<file path="config.mk">
export PLATFORM = sky130hd
export DESIGN_NAME = lottery_slot_selector_top
export DESIGN_NICKNAME = d
export VERILOG_FILES = /design/src/rtl/core/lss_pkg.sv /design/src/rtl/core/lss_weight_store.sv /design/src/rtl/core/lss_scan.sv /design/src/rtl/core/lottery_slot_selector_top.sv
export SDC_FILE = /design/constraint.sdc
export NUM_CORES = 1
export LEC_CHECK = 0
export ABC_AREA = 1
export BUFFER_PORTS_ARGS = -buffer_cell sky130_fd_sc_hd__clkbuf_2
export CORE_MARGIN = 10
export CORE_UTILIZATION = 55
export CTS_CLUSTER_SIZE = 40
export DETAILED_ROUTE_END_ITERATION = 8
export GPL_TIMING_DRIVEN = 0
export PLACE_DENSITY = 0.8
export SLEW_MARGIN = 20
export SYNTH_ARGS = -nofsm -noshare
export SYNTH_HDL_FRONTEND = slang
export SYNTH_SLANG_ARGS = --single-unit
</file>
<file path="constraint.sdc">
create_clock -name clk -period 7.06 [get_ports clk]
set_clock_uncertainty 0.05 [all_clocks]
set_input_delay 1.059 -clock clk [delete_from_list [all_inputs] [get_ports clk]]
set_output_delay 1.059 -clock clk [all_outputs]
set_load 0.02 [all_outputs]
</file>
<file path="src/rtl/core/lss_pkg.sv">
// Shared sizes, codes and types for the lottery slot selector.
// Used by lss_weight_store, lss_scan and lottery_slot_selector_top; no dependencies.
package lss_pkg;

	localparam int SLOTS       = 16;
	localparam int WEIGHT_BITS = 8;
	localparam int RAND_BITS   = 16;

	localparam int SLOT_BITS  = $clog2(SLOTS);
	localparam int TOTAL_BITS = $clog2(SLOTS * ((1 << WEIGHT_BITS) - 1) + 1);
	localparam int MEM_DEPTH  = 1 << SLOT_BITS;

	// Request codes on the cmd port.
	localparam logic CMD_SET  = 1'b0;
	localparam logic CMD_DRAW = 1'b1;

	typedef logic [SLOT_BITS-1:0]   slot_addr_t;
	typedef logic [WEIGHT_BITS-1:0] weight_t;
	typedef logic [TOTAL_BITS-1:0]  total_t;

	// Status of the cumulative-weight walk, reported to the controller.
	typedef struct packed {
		logic       hit;
		logic       last;
		slot_addr_t idx;
	} scan_status_t;

endpackage

</file>
<file path="src/rtl/core/lss_weight_store.sv">
// Per-slot weight memory with registered synchronous read.
// Entries never written since reset read as zero. Depends on lss_pkg.
module lss_weight_store (
	input  logic                clk,
	input  logic                arst_n,
	input  lss_pkg::slot_addr_t rd_addr,
	input  logic                wr_en,
	input  lss_pkg::slot_addr_t wr_addr,
	input  lss_pkg::weight_t    wr_data,
	output lss_pkg::weight_t    rd_data
);

	lss_pkg::weight_t                   mem [0:lss_pkg::MEM_DEPTH-1];
	logic [lss_pkg::MEM_DEPTH-1:0]      valid_q;
	lss_pkg::weight_t                   rd_data_q;
	logic                               rd_valid_q;

	always_ff @(posedge clk) begin
		if (wr_en) begin
			mem[wr_addr] <= wr_data;
		end
		rd_data_q <= mem[rd_addr];
	end

	always_ff @(posedge clk or negedge arst_n) begin
		if (!arst_n) begin
			valid_q    <= '0;
			rd_valid_q <= 1'b0;
		end else begin
			if (wr_en) begin
				valid_q[wr_addr] <= 1'b1;
			end
			rd_valid_q <= valid_q[rd_addr];
		end
	end

	assign rd_data = rd_valid_q ? rd_data_q : '0;

endmodule

</file>
<file path="src/rtl/core/lss_scan.sv">
// Walks the weight stream one slot per cycle while en is high, accumulating the running sum
// and flagging the first slot whose cumulative weight exceeds the ticket. Depends on lss_pkg.
module lss_scan (
	input  logic                  clk,
	input  logic                  arst_n,
	input  logic                  clr,
	input  logic                  en,
	input  lss_pkg::weight_t      weight,
	input  lss_pkg::total_t       ticket,
	output lss_pkg::scan_status_t status
);

	lss_pkg::total_t     cum_q;
	lss_pkg::slot_addr_t idx_q;
	lss_pkg::total_t     cum_next;

	assign cum_next = cum_q + lss_pkg::TOTAL_BITS'(weight);

	always_ff @(posedge clk or negedge arst_n) begin
		if (!arst_n) begin
			cum_q <= '0;
			idx_q <= '0;
		end else if (clr) begin
			cum_q <= '0;
			idx_q <= '0;
		end else if (en) begin
			cum_q <= cum_next;
			idx_q <= idx_q + 1'b1;
		end
	end

	assign status.hit  = en && (cum_next > ticket);
	assign status.last = (idx_q == lss_pkg::SLOT_BITS'(lss_pkg::SLOTS - 1));
	assign status.idx  = idx_q;

endmodule

</file>
<file path="src/rtl/core/lottery_slot_selector_top.sv">
// Lottery slot selector: weighted random choice among the slots of a weight table.
// A set reads the old weight in ST_SET_RD and writes the new one in ST_SET_WR; a draw
// forms the ticket in ST_MUL and walks the slots in ST_SCAN (an empty table skips the
// walk). busy falls as the strobe rises, so a new request is taken only once the last
// is done; a draw walks one slot per cycle through the weight memory read port.
// Reset clears the weight table (per-entry valid bits) and the total at once.
module lottery_slot_selector_top (
	input  logic        clk,
	input  logic        arst_n,
	input  logic        start,
	output logic        busy,
	input  logic        cmd,
	input  logic [3:0]  slot,
	input  logic [7:0]  weight,
	input  logic [15:0] random_value,
	output logic        done,
	output logic [3:0]  winner,
	output logic        found,
	output logic [11:0] total_tickets
);

	localparam logic [2:0] ST_IDLE   = 3'd0;
	localparam logic [2:0] ST_SET_RD = 3'd1;
	localparam logic [2:0] ST_SET_WR = 3'd2;
	localparam logic [2:0] ST_MUL    = 3'd3;
	localparam logic [2:0] ST_SCAN   = 3'd4;

	localparam int PROD_BITS = lss_pkg::RAND_BITS + lss_pkg::TOTAL_BITS;
	localparam int SLOT_EXT  = lss_pkg::SLOT_BITS + 4;

	logic [2:0]                    state_q;
	lss_pkg::slot_addr_t           slot_addr_q;
	logic                          slot_ok_q;
	lss_pkg::weight_t              weight_q;
	logic [lss_pkg::RAND_BITS-1:0] rnd_q;
	lss_pkg::total_t               total_q;
	lss_pkg::total_t               ticket_q;
	logic                          done_q;
	lss_pkg::slot_addr_t           winner_q;
	logic                          found_q;

	lss_pkg::slot_addr_t   rd_addr;
	lss_pkg::weight_t      rd_data;
	logic                  wr_en;
	logic                  scan_clr;
	logic                  scan_en;
	lss_pkg::scan_status_t scan_st;
	logic [SLOT_EXT-1:0]   slot_ext;
	logic [PROD_BITS-1:0]  product;
	logic                  accept;

	assign accept   = start && !busy;
	assign busy     = (state_q != ST_IDLE);
	assign slot_ext = SLOT_EXT'(slot);
	assign product  = PROD_BITS'(rnd_q) * PROD_BITS'(total_q);
	assign wr_en    = (state_q == ST_SET_WR) && slot_ok_q;
	assign scan_clr = (state_q == ST_MUL);
	assign scan_en  = (state_q == ST_SCAN);

	// The read port serves the old weight of a set, then walks the slots for a draw.
	always_comb begin
		case (state_q)
			ST_SET_RD: rd_addr = slot_addr_q;
			ST_SCAN:   rd_addr = scan_st.idx + 1'b1;
			default:   rd_addr = '0;
		endcase
	end

	lss_weight_store u_store (
		.clk     (clk),
		.arst_n  (arst_n),
		.rd_addr (rd_addr),
		.wr_en   (wr_en),
		.wr_addr (slot_addr_q),
		.wr_data (weight_q),
		.rd_data (rd_data)
	);

	lss_scan u_scan (
		.clk    (clk),
		.arst_n (arst_n),
		.clr    (scan_clr),
		.en     (scan_en),
		.weight (rd_data),
		.ticket (ticket_q),
		.status (scan_st)
	);

	always_ff @(posedge clk) begin
		if (accept) begin
			slot_addr_q <= slot_ext[lss_pkg::SLOT_BITS-1:0];
			slot_ok_q   <= slot_ext < SLOT_EXT'(lss_pkg::SLOTS);
			weight_q    <= lss_pkg::WEIGHT_BITS'(weight);
			rnd_q       <= lss_pkg::RAND_BITS'(random_value);
		end
		if (state_q == ST_MUL) begin
			ticket_q <= product[lss_pkg::RAND_BITS +: lss_pkg::TOTAL_BITS];
		end
	end

	always_ff @(posedge clk or negedge arst_n) begin
		if (!arst_n) begin
			state_q  <= ST_IDLE;
			total_q  <= '0;
			done_q   <= 1'b0;
			winner_q <= '0;
			found_q  <= 1'b0;
		end else begin
			done_q <= 1'b0;
			case (state_q)
				ST_IDLE: begin
					if (accept) begin
						state_q <= (cmd == lss_pkg::CMD_DRAW) ? ST_MUL : ST_SET_RD;
					end
				end
				ST_SET_RD: begin
					state_q <= ST_SET_WR;
				end
				ST_SET_WR: begin
					// Swapping old for new weight keeps the total equal to the table sum.
					if (slot_ok_q) begin
						total_q <= total_q - lss_pkg::TOTAL_BITS'(rd_data)
							+ lss_pkg::TOTAL_BITS'(weight_q);
					end
					done_q   <= 1'b1;
					winner_q <= '0;
					found_q  <= 1'b0;
					state_q  <= ST_IDLE;
				end
				ST_MUL: begin
					if (total_q == '0) begin
						done_q   <= 1'b1;
						winner_q <= '0;
						found_q  <= 1'b0;
						state_q  <= ST_IDLE;
					end else begin
						state_q <= ST_SCAN;
					end
				end
				ST_SCAN: begin
					if (scan_st.hit || scan_st.last) begin
						done_q   <= 1'b1;
						winner_q <= scan_st.hit ? scan_st.idx : '0;
						found_q  <= scan_st.hit;
						state_q  <= ST_IDLE;
					end
				end
				default: begin
					state_q <= ST_IDLE;
				end
			endcase
		end
	end

	assign done          = done_q;
	assign winner        = 4'(winner_q);
	assign found         = found_q && done_q;
	assign total_tickets = 12'(total_q);

`ifndef NO_ASSERTIONS
	a_accept_busy: assert property (@(posedge clk) disable iff (!arst_n)
		accept |=> busy)
		else $error("accepted request did not raise busy");

	a_done_gap: assert property (@(posedge clk) disable iff (!arst_n)
		done_q |=> !done_q)
		else $error("two result strobes in a row");

	a_found_nonzero: assert property (@(posedge clk) disable iff (!arst_n)
		(done_q && found_q) |-> (total_q != '0))
		else $error("draw found a slot with an empty table");

	a_scan_ends_found: assert property (@(posedge clk) disable iff (!arst_n)
		(scan_en && scan_st.last) |-> scan_st.hit)
		else $error("walk reached the last slot without passing the ticket");

	a_done_idle: assert property (@(posedge clk) disable iff (!arst_n)
		done_q |-> (state_q == ST_IDLE))
		else $error("result strobe while a request is still in progress");
`endif

endmodule

</file>
==> results of run 1 <==
## state kept, by name (all words and copies together), names as in the netlist
name and flops:
weight_q 8, u_store.rd_data_q 8, slot_addr_q 4, state_q 3, found_q 1, winner 4
u_scan.cum_q 12, rnd_q 16, u_store.valid_q 16, u_scan.idx_q 4, u_store.mem 128, total_tickets 12
done 1, ticket_q 12, u_store.rd_valid_q 1
## worst max-delay path: stages (launching register included)
cell and delay [ns]:
dfrtp_1 0.39, clkbuf_1 0.50, clkbuf_1 0.52, nand2_1 0.16, fa_1 0.57, inv_1 0.06
fa_1 0.59, fa_1 0.46, fa_1 0.50, inv_1 0.05, fa_1 0.47, inv_1 0.04
ha_1 0.32, nand2_1 0.10, nor2_1 0.20, nand2_1 0.12, nor4_1 0.21, o21ai_0 0.19
nand4_1 0.10, nand2_1 0.06
## path summary, 6_finish.rpt
kind,depth (start not counted),startpoint,slack [ns],to
setup / recovery,19,total_tickets[6],1.16,ticket_q[7]
hold / removal,1,arst_n,0.33,u_scan.cum_q[9]
setup reg to reg,19,total_tickets[6],1.16,ticket_q[7]
hold reg to reg,2,u_store.valid_q[7],0.41,u_store.valid_q[7]
max in group asynchronous,2,arst_n,6.14,total_tickets[8]
min in group clk,2,u_store.valid_q[7],0.41,u_store.valid_q[7]
## routing by layer
metal  part of all wire, %  vias to the layer above  wire, µm  track usage, %
li1                      -                     6127         -               -
met1                    42                     6372     18200            30.6
met2                    46                      557     19900            35.0
met3                   8.8                       88      3800            4.52
met4                   2.4                        2      1050            5.60
met5                  0.15                        -        63            1.32
## placed cells by master (no fill, tap or decap), types with 5 or more instances in the layout
master,instances
nor3_1,8
xor2_1,11
clkbuf_16,25
edfxtp_1,168
o21ai_0,71
a21oi_1,42
inv_2,5
bufinv_16,6
ha_1,97
o211ai_1,12
clkbuf_1,42
xnor2_1,5
nor2_1,59
inv_1,411
nand3_1,127
nand3b_1,20
nand4_1,12
dfrtp_1,54
buf_2,20
fa_1,148
dfxtp_1,8
nand2_1,553
clkbuf_2,49
o21bai_1,9
## area by class of cell
type | instances | area, µm² | share of cell area (%)
flip-flops and latches | 230 | 6560 | 35.1
clock buffers | 26 | 629 | 3.37
repair buffers | 52 | 300 | 1.61
plain buffers | 68 | 307 | 1.64
multi-input cells | 1210 | 8510 | 45.6
clock inverters | 20 | 292 | 1.56
well taps | 396 | 495 | 2.66
inverters | 416 | 1560 | 8.37
## stage by stage
step	util [%]	cells	instance area, µm²	hold WS [ns]
CTS	61.1	2418	18700	0.327
finish	61.1	2418	18700	0.328
global route	61.1	2418	18700	0.342
global placement	57.9	2370	17700	0.389
floorplan	-	1924	16900	0.377
detailed placement	58.1	2372	17700	0.395
## cell families (layout without fill, tap and decap cells)
logic type	after synthesis	count (layout)	share of synthesized area [%]
AOI/OAI and AO/OA	151	151	5.12
DFF	230	230	38.7
and+or+nand+nor	798	798	19.6
xor gates and xnor gates	16	16	0.828
buffers and inverters	484	582	11.0
adders and majority gates	245	245	24.7
==> out/results.tsv, run 1 <==
metric	value	unit
synth_edf_count	168	
routed_wirelength	43100	µm
rsz0062_at_grt	no	
seq_area_frac_synth	38.7	%
io_pins	51	
hpwl	32900	µm
yosys-top-cells-count	nand2_1 (553), inv_1 (411), edfxtp_1 (168), fa_1 (148), nand3_1 (127)	
setup_tns	0	ns
slew_viol_final	0	
post_synth.cell_area_avg	8.80	µm²
initial_core_util	55.5	%
die_height	195	µm
required	7.31	ns
nets	2280	
syn_area	16900	µm²
grt_max_degree	46	
maxCapViolations	0	
cp.arrival	6.16	ns
fin_crit_sh	83.6	%
ys.flop_type	edfxtp_1	
wl_per_cell	17.8	µm
yosysMostFrequentCell	nand2_1	
die_w	195	µm
min_path_type	in -> async	
fp.dieArea	38200	µm²
clkLatencyLatePin	0.55	ns
ant_nets	0	
worst_pin_slew	0.821	ns
track_usage	22.2	%
path_class	reg -> reg	
drt_iter0_markers	1379	
fin_ws	1.16	ns
path_clk_slew	0.07	ns
fillCellCount	2492	
num_rows	64	
max_freq	169	MHz
yosysUniqueCellTypes	41	
first_global_vias	13100	
ctsHoldBuffers	0	
end_kind	flop	
path_max_fanout	10	
synthesis.nets	2201	
synth_area_leaders	edfxtp_1 (30%), fa_1 (18%), nand2_1 (12%)	
yosys_warnings	0	
finalWeightedCongestion	0.948	
grt_antenna_before_repair	0	
h-tree-depth	1	
clkSinkCount	230	
worst_setup_path_start_kind	flop	
synth_async_sr_flop_share	23.5	%
cts_tree	built	
diodes	0	
drive_above_1_share	6.87	%
cts_root_buf	clkbuf_16	
vias_per_cell	5.44	
status	completed	
ctsLongestPathBuffers	3	
cts_buffers	25	
cts_setup_buffers	0	
core-area	30500	µm²
relSlewSlack	44.8	%
finalHoldViolCount	0	
dpl_worst_slack	1.25	ns
postCtsResizedCells	0	
drc_errors	0	
finalCriticalPeriod	5.90	ns
grt_first_pass_wirelength	68300	µm
ys_ff_latch	230	
yosys.area.top_type	edfxtp_1	
synth_top_area_share	29.8	%
setup_viol	0	
drtPass1Iterations	6	
vias	13100	
syn_inst	1924	
grt_overflow	0	
syn_to_final_growth	10.2	%
portBuffers	50	
Power of run 1 is left out: the tool's default activity adds up to more than one toggle a clock period on the data nets, which glitch-free logic cannot reach.
==> run 2, diff against run 1 <==
ABC_AREA = 0   (was 1)
clock period = 5.9 ns   (was 7.06 ns; I/O delays follow)
==> run 2 against run 1 <==
Net effect: synthesized cell count is 30% lower; cell count is 25% lower; setup slack worse by 0.98 ns; core utilization grew 1.2 points; worst hold slack lost 0.15 ns; register-to-register slack lost 0.98 ns; highest routed layer is now met4.
==> out/results.tsv, run 2 <==
metric	value	unit
grt_first_pass_wirelength	58900	µm
core-area	28000	µm²
cts_tree	built	
required	6.12	ns
drtPass1Iterations	5	
ys.flop_type	edfxtp_1	
rsz0062_at_grt	no	
dpl_worst_slack	-0.682	ns
min_path_type	in -> async	
synth_async_sr_flop_share	23.5	%
finalCriticalPeriod	5.72	ns
fin_crit_sh	97.0	%
cts_buffers	25	
rrSetupSlack	0.18	ns
end_kind	flop	
vias_per_cell	5.73	
worst_pin_slew	0.993	ns
yosys.area.top_type	edfxtp_1	
finalHoldViolCount	0	
initial_core_util	56.3	%
status	completed	
yosysUniqueCellTypes	64	
ys_ff_latch	230	
diodes	0	
ctsLongestPathBuffers	3	
yosysMostFrequentCell	inv_1	
slew_viol_final	0	
setup_viol	0	
top_register	u_store.mem	
synth_area_leaders	edfxtp_1 (32%), fa_1 (19%), dfrtp_1 (8.6%)	
drt_iter0_markers	871	
syn_area	15800	µm²
ant_nets	0	
fp.dieArea	35900	µm²
place_area	16600	µm²
die_height	189	µm
finalWeightedCongestion	0.883	
synthesis.nets	1618	
grt_max_degree	47	
relSlewSlack	33.6	%
yosys-top-cells-count	inv_1 (229), edfxtp_1 (168), nand2_1 (157), fa_1 (148), ha_1 (97)	
hpwl	26700	µm
final_common_cell	inv_1	
grt_antenna_before_repair	0	
cts_root_buf	clkbuf_16	
maxCapViolations	0	
vias	10400	
largest_register_ffs	128	
num_rows	61	
grt_overflow	0	
first_global_vias	11100	
path_max_fanout	11	
nets	1700	
io_pins	51	
routed_wirelength	36800	µm
path_clk_slew	0.06	ns
drive_above_1_share	14.2	%
synth_top_area_share	32.0	%
wl_per_cell	20.2	µm
worstRegToRegCells	18	
layout_common_cells	inv_1 (229), edfxtp_1 (168), nand2_1 (157)	
cp.arrival	5.94	ns
track_usage	20.7	%
seq_area_frac_synth	41.6	%
synth_edf_count	168	
worst_setup_path_start_kind	flop	
drc_errors	0	
path_class	reg -> reg	
portBuffers	50	
clkSinkCount	230	
syn_inst	1341	
h-tree-depth	1	
finish.instance_area	17500	µm²
syn_to_final_growth	10.7	%
fin_ws	0.179	ns
hold_ws	0.173	ns
post_synth.cell_area_avg	11.8	µm²
largestRegisters	u_store.mem x128, rnd_q x16, u_store.valid_q x16	
max_freq	175	MHz
die_w	189	µm
clkLatencyLatePin	0.53	ns
yosys_warnings	0	
-- run 2: critical path: stages (launching register included) --
cell and delay (ns):
dfrtp_2 0.55, clkbuf_4 0.33, nand2_1 0.11, fa_1 0.51
inv_1 0.06, fa_1 0.56, fa_1 0.43, fa_1 0.50
inv_1 0.05, fa_1 0.48, inv_1 0.05, ha_1 0.31
and4_1 0.22, a41oi_2 0.19, a21oi_2 0.33, o211ai_1 0.20
a31oi_1 0.28, a21oi_1 0.14, xnor2_1 0.14
-- run 2: area by class of cell --
class	count	area (µm²)
Buffer	49	275
Clock buffer	34	669
Clock inverter	11	101
Fill cell	2091	10500
Inverter	229	860
Multi-Input combinational cell	824	8120
Sequential cell	230	6570
Tap cell	378	473
Timing Repair Buffer	64	398
-- run 2: stage by stage --
stage | instances | util [%] | TNS, ns
floorplan | 1341 | - | 0
global placement | 1769 | 58.9 | -3.27
global route | 1819 | 62.4 | 0
CTS | 1811 | 62.0 | 0
detailed placement | 1771 | 59.2 | -5.69
finish | 1819 | 62.4 | 0
-- run 2: timing repair --
action | 4_1_cts | 5_1_grt
gates cloned | 0 | 0
setup endpoints to repair | 12 | 8
hold buffers | 0 | 0
setup buffers | 0 | 12
gates resized for setup | 17 | 30
-- run 2: path summary, 6_finish.rpt --
| path | start | to |
|---|---|---|
| min in group clk | u_store.valid_q[9] | u_store.valid_q[9] |
| worst min-delay path | arst_n | u_store.valid_q[6] |
| worst max-delay path | total_tickets[8] | ticket_q[11] |
| worst max register to register | total_tickets[8] | ticket_q[11] |
| worst min register to register | u_store.valid_q[9] | u_store.valid_q[9] |
| max in group asynchronous | arst_n | total_tickets[10] |
-- run 2: cell families (layout without fill, tap and decap cells) --
group,Yosys count,count (layout),share of synthesized area [%]
and+or+nand+nor,370,370,11.6
buffers and inverters,287,387,7.16
adders and majority gates,245,245,26.5
DFF,230,230,41.6
AOI/OAI and AO/OA,136,136,5.74
muxes,48,48,6.04
xor gates and xnor gates,25,25,1.39
-- run 2: metal layers --
metal | track usage, % | vias to the layer above | routed length [µm]
met5 | 0 | - | 0
met3 | 3.47 | 85 | 2790
met4 | 5.68 | 0 | 924
met2 | 34.7 | 442 | 18100
met1 | 27.3 | 5310 | 15000
li1 | - | 4590 | -
Power of run 2 is left out for the same reason.
